$ cat src/sv/pse_pkg.sv
// Shared constants, types and the control store of the prime sieve engine.
package pse_pkg;

  // Sizing of the stores.
  localparam int MAX_LIMIT = 65536;
  localparam int LIST_DEPTH = 8192;
  localparam int MAP_AW = $clog2(MAX_LIMIT);
  localparam int LIST_AW = $clog2(LIST_DEPTH);
  localparam int LIM_W = $clog2(MAX_LIMIT + 1);
  localparam int CNT_W = $clog2(LIST_DEPTH + 1);
  localparam int SQ_W = 2 * LIM_W;

  // Field widths of the channels and the configuration register.
  localparam int CFG_W = 17;
  localparam int MODE_W = 2;
  localparam int IDX_W = 13;
  localparam int VAL_W = 16;
  localparam int STATUS_W = 2;
  localparam int COUNT_W = 13;
  localparam int PVAL_W = 16;
  localparam int SIEVE_LIMIT_RST = 65536;

  // Widths used when comparing fields of different sizes.
  localparam int LCMP_W = (CFG_W > LIM_W) ? CFG_W : LIM_W;
  localparam int VCMP_W = (VAL_W > LIM_W) ? VAL_W : LIM_W;
  localparam int IDXC_W = (IDX_W > CNT_W) ? IDX_W : CNT_W;

  typedef enum logic [MODE_W-1:0] {
    MODE_BUILD = 2'd0,
    MODE_FETCH = 2'd1,
    MODE_TEST  = 2'd2,
    MODE_RSVD  = 2'd3
  } mode_t;

  typedef enum logic [STATUS_W-1:0] {
    ST_OK        = 2'd0,
    ST_NOT_BUILT = 2'd1,
    ST_RANGE     = 2'd2
  } status_t;

  // Kind of result loaded into the output register.
  typedef enum logic [2:0] {
    K_BUILD,
    K_FETCH,
    K_TEST,
    K_NOT_BUILT,
    K_RANGE
  } kind_t;

  // Microprogram steps.
  typedef enum logic [4:0] {
    S_IDLE,
    S_CLR_INIT,
    S_CLR,
    S_I_INIT,
    S_SQ,
    S_SQ_TEST,
    S_MARK_INIT,
    S_MARK,
    S_NEXT_I,
    S_COL_INIT,
    S_COL_RD,
    S_COL_CHK,
    S_BUILD_DONE,
    S_FETCH_CHK,
    S_FETCH_RD,
    S_FETCH_OUT,
    S_TEST_CHK,
    S_TEST_RD,
    S_TEST_OUT,
    S_NOT_BUILT,
    S_BAD
  } step_t;

  // Jump conditions.
  typedef enum logic [3:0] {
    C_NEVER,
    C_TRUE,
    C_NO_IN,
    C_J_GE_LIM,
    C_SQ_GE_LIM,
    C_MAP_SET,
    C_COL_DONE,
    C_NOT_BUILT,
    C_IDX_GE_CNT,
    C_VAL_GE_BL,
    C_OUT_BUSY
  } cond_t;

  // Sequencing when the condition does not hold.
  typedef enum logic [1:0] {
    SEQ_NEXT,
    SEQ_HOLD,
    SEQ_DISP,
    SEQ_IDLE
  } seq_t;

  // Datapath actions of one step.
  typedef struct packed {
    logic  accept;
    logic  j_clr;
    logic  j_inc;
    logic  j_from_sq;
    logic  j_add_i;
    logic  i_init;
    logic  i_inc;
    logic  sq_calc;
    logic  map_clr;
    logic  map_set;
    logic  map_rd_i;
    logic  map_rd_val;
    logic  list_wr;
    logic  cnt_clr;
    logic  list_rd;
    logic  built_set;
    logic  out_load;
    kind_t kind;
  } ctl_t;

  // One control word of the store.
  typedef struct packed {
    cond_t cond;
    step_t target;
    seq_t  seq;
    logic  gate;
    logic  ready;
    ctl_t  ctl;
  } uword_t;

  // Status flags returned by the datapath.
  typedef struct packed {
    logic  in_valid;
    mode_t mode;
    logic  j_ge_lim;
    logic  sq_ge_lim;
    logic  map_set;
    logic  col_done;
    logic  not_built;
    logic  idx_ge_cnt;
    logic  val_ge_bl;
    logic  out_busy;
  } flags_t;

  // When gate is set, the actions of a step are dropped in a cycle whose jump is taken.
  function automatic uword_t ucode_rom(step_t s);
    uword_t w;
    w = '0;
    w.cond = C_NEVER;
    w.target = S_IDLE;
    w.seq = SEQ_NEXT;
    w.ctl.kind = K_BUILD;
    unique case (s)
      S_IDLE: begin
        w.cond = C_NO_IN; w.target = S_IDLE; w.seq = SEQ_DISP;
        w.gate = 1'b1; w.ready = 1'b1; w.ctl.accept = 1'b1;
      end
      S_CLR_INIT: begin
        w.ctl.j_clr = 1'b1;
      end
      S_CLR: begin
        w.cond = C_J_GE_LIM; w.target = S_I_INIT; w.seq = SEQ_HOLD; w.gate = 1'b1;
        w.ctl.map_clr = 1'b1; w.ctl.j_inc = 1'b1;
      end
      S_I_INIT: begin
        w.ctl.i_init = 1'b1;
      end
      S_SQ: begin
        w.ctl.sq_calc = 1'b1; w.ctl.map_rd_i = 1'b1;
      end
      S_SQ_TEST: begin
        w.cond = C_SQ_GE_LIM; w.target = S_COL_INIT;
      end
      S_MARK_INIT: begin
        w.cond = C_MAP_SET; w.target = S_NEXT_I; w.gate = 1'b1;
        w.ctl.j_from_sq = 1'b1;
      end
      S_MARK: begin
        w.cond = C_J_GE_LIM; w.target = S_NEXT_I; w.seq = SEQ_HOLD; w.gate = 1'b1;
        w.ctl.map_set = 1'b1; w.ctl.j_add_i = 1'b1;
      end
      S_NEXT_I: begin
        w.cond = C_TRUE; w.target = S_SQ;
        w.ctl.i_inc = 1'b1;
      end
      S_COL_INIT: begin
        w.ctl.i_init = 1'b1; w.ctl.cnt_clr = 1'b1;
      end
      S_COL_RD: begin
        w.cond = C_COL_DONE; w.target = S_BUILD_DONE; w.gate = 1'b1;
        w.ctl.map_rd_i = 1'b1;
      end
      S_COL_CHK: begin
        w.cond = C_TRUE; w.target = S_COL_RD;
        w.ctl.list_wr = 1'b1; w.ctl.i_inc = 1'b1;
      end
      S_BUILD_DONE: begin
        w.cond = C_OUT_BUSY; w.target = S_BUILD_DONE; w.seq = SEQ_IDLE; w.gate = 1'b1;
        w.ctl.built_set = 1'b1; w.ctl.out_load = 1'b1; w.ctl.kind = K_BUILD;
      end
      S_FETCH_CHK: begin
        w.cond = C_NOT_BUILT; w.target = S_NOT_BUILT;
      end
      S_FETCH_RD: begin
        w.cond = C_IDX_GE_CNT; w.target = S_BAD; w.gate = 1'b1;
        w.ctl.list_rd = 1'b1;
      end
      S_FETCH_OUT: begin
        w.cond = C_OUT_BUSY; w.target = S_FETCH_OUT; w.seq = SEQ_IDLE; w.gate = 1'b1;
        w.ctl.out_load = 1'b1; w.ctl.kind = K_FETCH;
      end
      S_TEST_CHK: begin
        w.cond = C_NOT_BUILT; w.target = S_NOT_BUILT;
      end
      S_TEST_RD: begin
        w.cond = C_VAL_GE_BL; w.target = S_BAD; w.gate = 1'b1;
        w.ctl.map_rd_val = 1'b1;
      end
      S_TEST_OUT: begin
        w.cond = C_OUT_BUSY; w.target = S_TEST_OUT; w.seq = SEQ_IDLE; w.gate = 1'b1;
        w.ctl.out_load = 1'b1; w.ctl.kind = K_TEST;
      end
      S_NOT_BUILT: begin
        w.cond = C_OUT_BUSY; w.target = S_NOT_BUILT; w.seq = SEQ_IDLE; w.gate = 1'b1;
        w.ctl.out_load = 1'b1; w.ctl.kind = K_NOT_BUILT;
      end
      S_BAD: begin
        w.cond = C_OUT_BUSY; w.target = S_BAD; w.seq = SEQ_IDLE; w.gate = 1'b1;
        w.ctl.out_load = 1'b1; w.ctl.kind = K_RANGE;
      end
      default: begin
        w.seq = SEQ_IDLE;
      end
    endcase
    return w;
  endfunction

  // Entry step of each item mode.
  function automatic step_t dispatch(mode_t m);
    step_t s;
    s = S_BAD;
    unique case (m)
      MODE_BUILD: s = S_CLR_INIT;
      MODE_FETCH: s = S_FETCH_CHK;
      MODE_TEST:  s = S_TEST_CHK;
      MODE_RSVD:  s = S_BAD;
      default:    s = S_BAD;
    endcase
    return s;
  endfunction

endpackage

$ cat src/sv/pse_useq.sv
// Microprogram sequencer: step counter, control store lookup and conditional jumps.
module pse_useq import pse_pkg::*; (
  input  logic   clk,
  input  logic   rst,
  input  flags_t flags,
  output ctl_t   ctl,
  output logic   ready
);

  step_t  upc;
  step_t  upc_next;
  uword_t uw;
  logic   hit;
  logic   act;

  always_comb begin
    uw = ucode_rom(upc);
  end

  always_comb begin
    unique case (uw.cond)
      C_NEVER:      hit = 1'b0;
      C_TRUE:       hit = 1'b1;
      C_NO_IN:      hit = !flags.in_valid;
      C_J_GE_LIM:   hit = flags.j_ge_lim;
      C_SQ_GE_LIM:  hit = flags.sq_ge_lim;
      C_MAP_SET:    hit = flags.map_set;
      C_COL_DONE:   hit = flags.col_done;
      C_NOT_BUILT:  hit = flags.not_built;
      C_IDX_GE_CNT: hit = flags.idx_ge_cnt;
      C_VAL_GE_BL:  hit = flags.val_ge_bl;
      C_OUT_BUSY:   hit = flags.out_busy;
      default:      hit = 1'b0;
    endcase
  end

  // A gated step acts only in the cycles where it does not jump.
  always_comb begin
    act = !uw.gate || !hit;
    ctl = act ? uw.ctl : '0;
    ready = uw.ready;
  end

  always_comb begin
    if (hit) begin
      upc_next = uw.target;
    end else begin
      unique case (uw.seq)
        SEQ_NEXT: upc_next = step_t'(5'(upc) + 5'd1);
        SEQ_HOLD: upc_next = upc;
        SEQ_DISP: upc_next = dispatch(flags.mode);
        SEQ_IDLE: upc_next = S_IDLE;
        default:  upc_next = S_IDLE;
      endcase
    end
  end

  always_ff @(posedge clk) begin
    if (rst) begin
      upc <= S_IDLE;
    end else begin
      upc <= upc_next;
    end
  end

endmodule

$ cat config.mk
export PLATFORM = sky130hd
export DESIGN_NAME = pse_useq
export DESIGN_NICKNAME = d
export VERILOG_FILES = /design/src/sv/pse_pkg.sv /design/src/sv/pse_useq.sv
export SDC_FILE = /design/constraint.sdc
export NUM_CORES = 1
export LEC_CHECK = 0
export BUFFER_PORTS_ARGS = -buffer_cell sky130_fd_sc_hd__buf_4
export CAP_MARGIN = 20
export CORE_ASPECT_RATIO = 0.8
export CORE_MARGIN = 8
export CORE_UTILIZATION = 45
export CTS_CLUSTER_DIAMETER = 40
export DETAILED_ROUTE_END_ITERATION = 10
export MAX_ROUTING_LAYER = met4
export PLACE_DENSITY = 0.77
export REMOVE_ABC_BUFFERS = 1
export SLEW_MARGIN = 20
export SYNTH_ARGS = -nofsm -noshare
export SYNTH_HDL_FRONTEND = slang
export SYNTH_SLANG_ARGS = --single-unit
$ cat constraint.sdc
create_clock -name clk -period 3.2 [get_ports clk]
set_input_delay 0.32 -clock clk [delete_from_list [all_inputs] [get_ports clk]]
set_output_delay 0.32 -clock clk [all_outputs]
set_load 0.02 [all_outputs]
# After elaboration in Yosys (flattened, before gate mapping)
# Index checks and enable logic that the tools add are counted.
[word_totals]
reg_bits = 5
word_cells = 76
in_bits = 13
[op_classes]
n_addsub = 1
mux = 23
n_reduce_logical = 14
eq_ne = 37
[ops]
columns = ["operator", "count"]
rows = [
  ["$pmux W9 S16", 1],
  ["$eq A5 B4 Y1 const B", 8],
  ["$eq A5 B5 Y1 const B", 5],
  ["$eq A5 B3 Y1 const B", 4],
  ["$mux W20", 1],
  ["$pmux W4 S5", 1],
  ["$pmux W5 S4", 1],
  ["$eq A4 B3 Y1 const B", 4],
  ["$pmux W5 S3", 1],
  ["$mux W1", 14],
  ["$reduce_or A13 Y1", 1],
  ["$eq A4 B4 Y1 const B", 3],
  ["$reduce_or A12 Y1", 1],
  ["$eq A5 B2 Y1 const B", 2],
  ["$pmux W1 S10", 1],
  ["$reduce_or A2 Y1", 5],
  ["$eq A2 B2 Y1 const B", 4],
  ["$eq A4 B2 Y1 const B", 2],
  ["$pmux W2 S3", 1],
  ["$add A5 B1 Y5 const B", 1],
  ["$eq A5 B1 Y1 const B", 1],
  ["$logic_not A5 Y1", 1],
  ["$mux W5", 1],
  ["$eq A2 B1 Y1 const B", 2],
  ["6 further kinds", 9],
]

# Logic depth before layout (Yosys ltp)
[depth]
word_depth = 8
depth_mapped = 14
depth_no_buf = 9

# Worst setup path after synthesis
# OpenSTA, ideal clock, no wires.
[synth_path]
path_kind = "register to output"
start = "reg upc[2]"
end = "out ctl[17] in the netlist's numbering"
path_buffers = 6
setup_slack_ns = -0.640
arrival_time_ns = 3.520
stages_incl_launch_ff = 15
cell_sequence = "dfxtp_1 > buf_2 > buf_2 > clkbuf_1 > clkbuf_1 > and3_1 > ha_1 > o21bai_1 > nor2_1 > a211o_1 > a41oi_2 > a2bb2oi_4 > buf_6 > nor3_1 > buf_4"
[synth_rtl]
columns = ["item", "line", "source"]
rows = [
  ["start, declared", "pse_useq.sv:10", "step_t upc;"],
  ["start signal, assigned", "pse_useq.sv:62", "upc <= upc_next;"],
  ["end, declared", "pse_useq.sv:6", "output ctl_t ctl,"],
]

==> metrics.md <==
| Metric | Value |
|---|---|
| Sw Pwr | 1.24 mW |
| Flop2flop setup slack | 220 ps |
| Violated checks | negative setup slack |
| Setup repair after global routing missed its margin | true |
| Sum Neg Setup Slack | -546 ps |
| Fin crit period | 3290 ps |
| Site row count | 17 |
| Residual antenna-violating net count after detailed routing | 0 |
| Sequential share of the synthesized area | 8.15% |
| Max frequency | 304 MHz |
| Critical path data required time | 2880 ps |
| Flip-flop and latch count after synthesis | 5 |
| Fraction of final layout cells with drive strength greater than 1 | 51.4% |
| Fillers | 187 |
| Yosys warns | 0 |
| Die Y-Extent | 62.7 µm |
| Remaining global-route overflow | 0 |
| DIE WIDTH | 74.4 µm |
| Port Buffers | 33 |
| Worst hold path depth | 3 |
| Most used flip-flop cell after synthesis | sky130_fd_sc_hd__dfxtp_1 |
| Critical path data arrival time | 2970 ps |
| Total of max-cap violations | 0 |
| Wire length of the first global-routing pass | 7020 µm |
| Post-synth design cell area | 1230 µm² |
| Setup crit start kind | flip-flop |
| Peak supply drop | 0.000684 V |
| Final max-slew violation count | 0 |
| Clock latency at the later pin of the worst-skew pair | 240 ps |
| Vias per inst | 6.33 |
| Pin count of the biggest net entering global routing | 17 |
| Comb power frac | 89.9% |
| Post-DP HPWL | 3260 µm |
| Critical hold path startpoint | rst |
| Slew margin rel. | 62.8% |
| Number of iterations in the first detailed-routing pass | 5 |
| PD cells | 1120 nW/µm² |
| Critical R2R Capture | upc[1] |
| Core area | 2680 µm² |
| Combined global-route utilization of all metal layers | 18.4% |
| Clk root buf | sky130_fd_sc_hd__clkbuf_4 |
| Post-detailed-route wirelength per cell | 18.7 µm |
| Cell Int Power | 1.11 mW |
| Synth cell types | 50 |
| Mean post-synth cell area | 6.56 µm² |
| Actual slew at the worst max-slew pin | 552 ps |
| Final count of hold timing violations | 0 |
| Clock power share | 3.1% |
| Synth-to-layout area growth | 70.8% |
| Number of cells on the worst reg-to-reg path | 13 |
| Layout Nets | 268 |
| Kind of critical path | flip-flop to primary output |
| Count of endpoints failing setup in the final report | 11 |
| Post-route clock skew | 4.22 ps |
| Via total after detailed routing | 1816 |
| Kind of end point of the critical path | primary output |
| Register ranked first by flip-flop count | upc |
| Area of all placed cells without fillers | 2100 µm² |
| CTS tree | done |
| Reg-to-Reg Start | upc[1] |
| Clock buffer count from CTS | 3 |
| Total power consumption of the routed design | 2.35 mW |
| Final period utilization | 103% |
| Final wirelength | 5370 µm |
| Async S/R FF share, synth | 0% |
| Clock-pin slew on the worst setup and hold paths | 40 ps |
| Min-delay worst type | input pin to flip-flop |
| Number of synthesized flops with an enable pin | 0 |
| Fraction of power consumed by sequential logic | 7.1% |
| Top flop regs | upc: 5 flops |
| Post-Place Cell Area | 1690 µm² |
| Number of antenna violations at the first check in global routing | 0 |
| Leading cell types in the layout, fill and taps excluded | sky130_fd_sc_hd__buf_4 (75), sky130_fd_sc_hd__nor2_1 (24), sky130_fd_sc_hd__a21oi_1 (14), sky130_fd_sc_hd__nand2_1 (11), sky130_fd_sc_hd__nor3_1 (8) |
| Number of antenna repair diodes | 0 |
| Largest fanout on the critical path | 16 |
| CTS sink cnt | 5 |
| Placer's final routability congestion estimate | 0.926 |
| Most common cell after layout, fill and taps aside | sky130_fd_sc_hd__buf_4 |
| Total die area | 4670 µm² |
| Effective utilization at floorplan | 45.8% |
| Synthesized instance count | 187 |
| Max FFs per register | 5 |
| Initial DRC Count | 299 |
| Setup WS pre-CTS | -109 ps |
| Share of total power consumed by net switching | 52.8% |
| H-tree depth | 1 |
| Drt drc | 0 |
| Clk buf depth | 2 |
| Min setup slack post-route | -92.4 ps |
| Via count of the first global-routing pass | 1542 |
| Worst hold endpoint | upc[2] |
| Status | finished, violations left |
| Number of top-level pins | 34 |
| Leak | 0.877 nW |
-- cell usage after synthesis (5+ instances only) --
cell type                  number  area share [%]
sky130_fd_sc_hd__clkbuf_1       9             2.8
sky130_fd_sc_hd__a21oi_1       14             5.7
sky130_fd_sc_hd__ha_1           5             5.1
sky130_fd_sc_hd__nor2_1        25             7.6
sky130_fd_sc_hd__nand2b_1       6             3.1
sky130_fd_sc_hd__nand2_1       12             3.7
sky130_fd_sc_hd__dfxtp_1        5             8.2
sky130_fd_sc_hd__mux2i_1        6             4.9
sky130_fd_sc_hd__nor3_1        11             4.5
sky130_fd_sc_hd__o21ai_0       10             4.1
sky130_fd_sc_hd__nor2b_1        6             3.1
sky130_fd_sc_hd__inv_1          9             2.8
-- layout make-up --
cell class,count,area (µm²),share of cell area (%)
Clock buffer,4,26.3,1.25
Multi-Input combinational cell,154,1270,60.7
Timing Repair Buffer,77,594,28.3
Inverter,9,42.5,2.03
Tap cell,38,47.5,2.27
Sequential cell,5,114,5.43
-- metrics by stage --
stage	utilization, %	hold WS, ps	cells
6_report	78.2	412	287
5_1_grt	78.2	423	287
4_1_cts	69.2	407	281
3_5_place_dp	62.9	673	273
3_3_place_gp	62.9	666	273
2_1_floorplan	-	496	168
-- cell families (layout without fill, tap and decap cells) --
family                     count (synthesis)  after routing  share of synthesized area (%)
muxes                                      9              9                           7.65
buffers and inverters                     28             90                           10.2
AOI/OAI and AO/OA                         57             57                           33.5
adders and majority gates                  5              5                           5.10
and+or+nand+nor                           82             82                           34.7
DFF                                        5              5                           8.16
xor gates and xnor gates                   1              1                          0.714
-- worst max-delay path: stages, from the launching register on --
cell and delay (ps):
sky130_fd_sc_hd__dfxtp_4 370, sky130_fd_sc_hd__inv_4 80, sky130_fd_sc_hd__ha_2 190, sky130_fd_sc_hd__or4bb_4 560
sky130_fd_sc_hd__o311ai_2 150, sky130_fd_sc_hd__nor2_4 70, sky130_fd_sc_hd__a211o_1 300, sky130_fd_sc_hd__a41oi_2 300
sky130_fd_sc_hd__a2bb2oi_4 100, sky130_fd_sc_hd__buf_12 160, sky130_fd_sc_hd__nor4_2 240, sky130_fd_sc_hd__buf_4 190
-- how the worst max path moves through the flow --
| stage | cells after the start | slack (ps) | start | end |
|---|---|---|---|---|
| floorplan | 7 | -420 | upc[2] | ctl[10] |
| global placement | 9 | 3 | upc[4] | ctl[15] |
| detailed placement | 11 | -110 | upc[0] | ctl[11] |
| CTS | 13 | 10 | upc[1] | ctl[6] |
| global route | 11 | -190 | upc[1] | ctl[13] |
| finish | 11 | -90 | upc[1] | ctl[13] |
-- power by group through the flow --
| stage | clock, mW | sequential (mW) | combinational, mW |
|---|---|---|---|
| floorplan | 0 | 0.156 | 0.947 |
| global placement | 0 | 0.136 | 1.53 |
| detailed placement | 0 | 0.138 | 1.54 |
| CTS | 0.0752 | 0.143 | 1.78 |
| global route | 0.0783 | 0.170 | 2.23 |
| finish | 0.0722 | 0.166 | 2.11 |
-- per-layer routing --
layer	part of all wire, %	track usage [%]
met1	41	24.5
met2	46	27.4
met3	8.2	2.40
met4	4.3	6.59
met5	0	-
-- what timing repair did --
item / 4_1_cts / 5_1_grt
setup buffers: 4 / 6
resized for setup: 32 / 37
pin swaps: 9 / 8
hold buffers: 0 / 0
setup endpoints to repair: 20 / 23
Power figures use the tool's default switching activity.
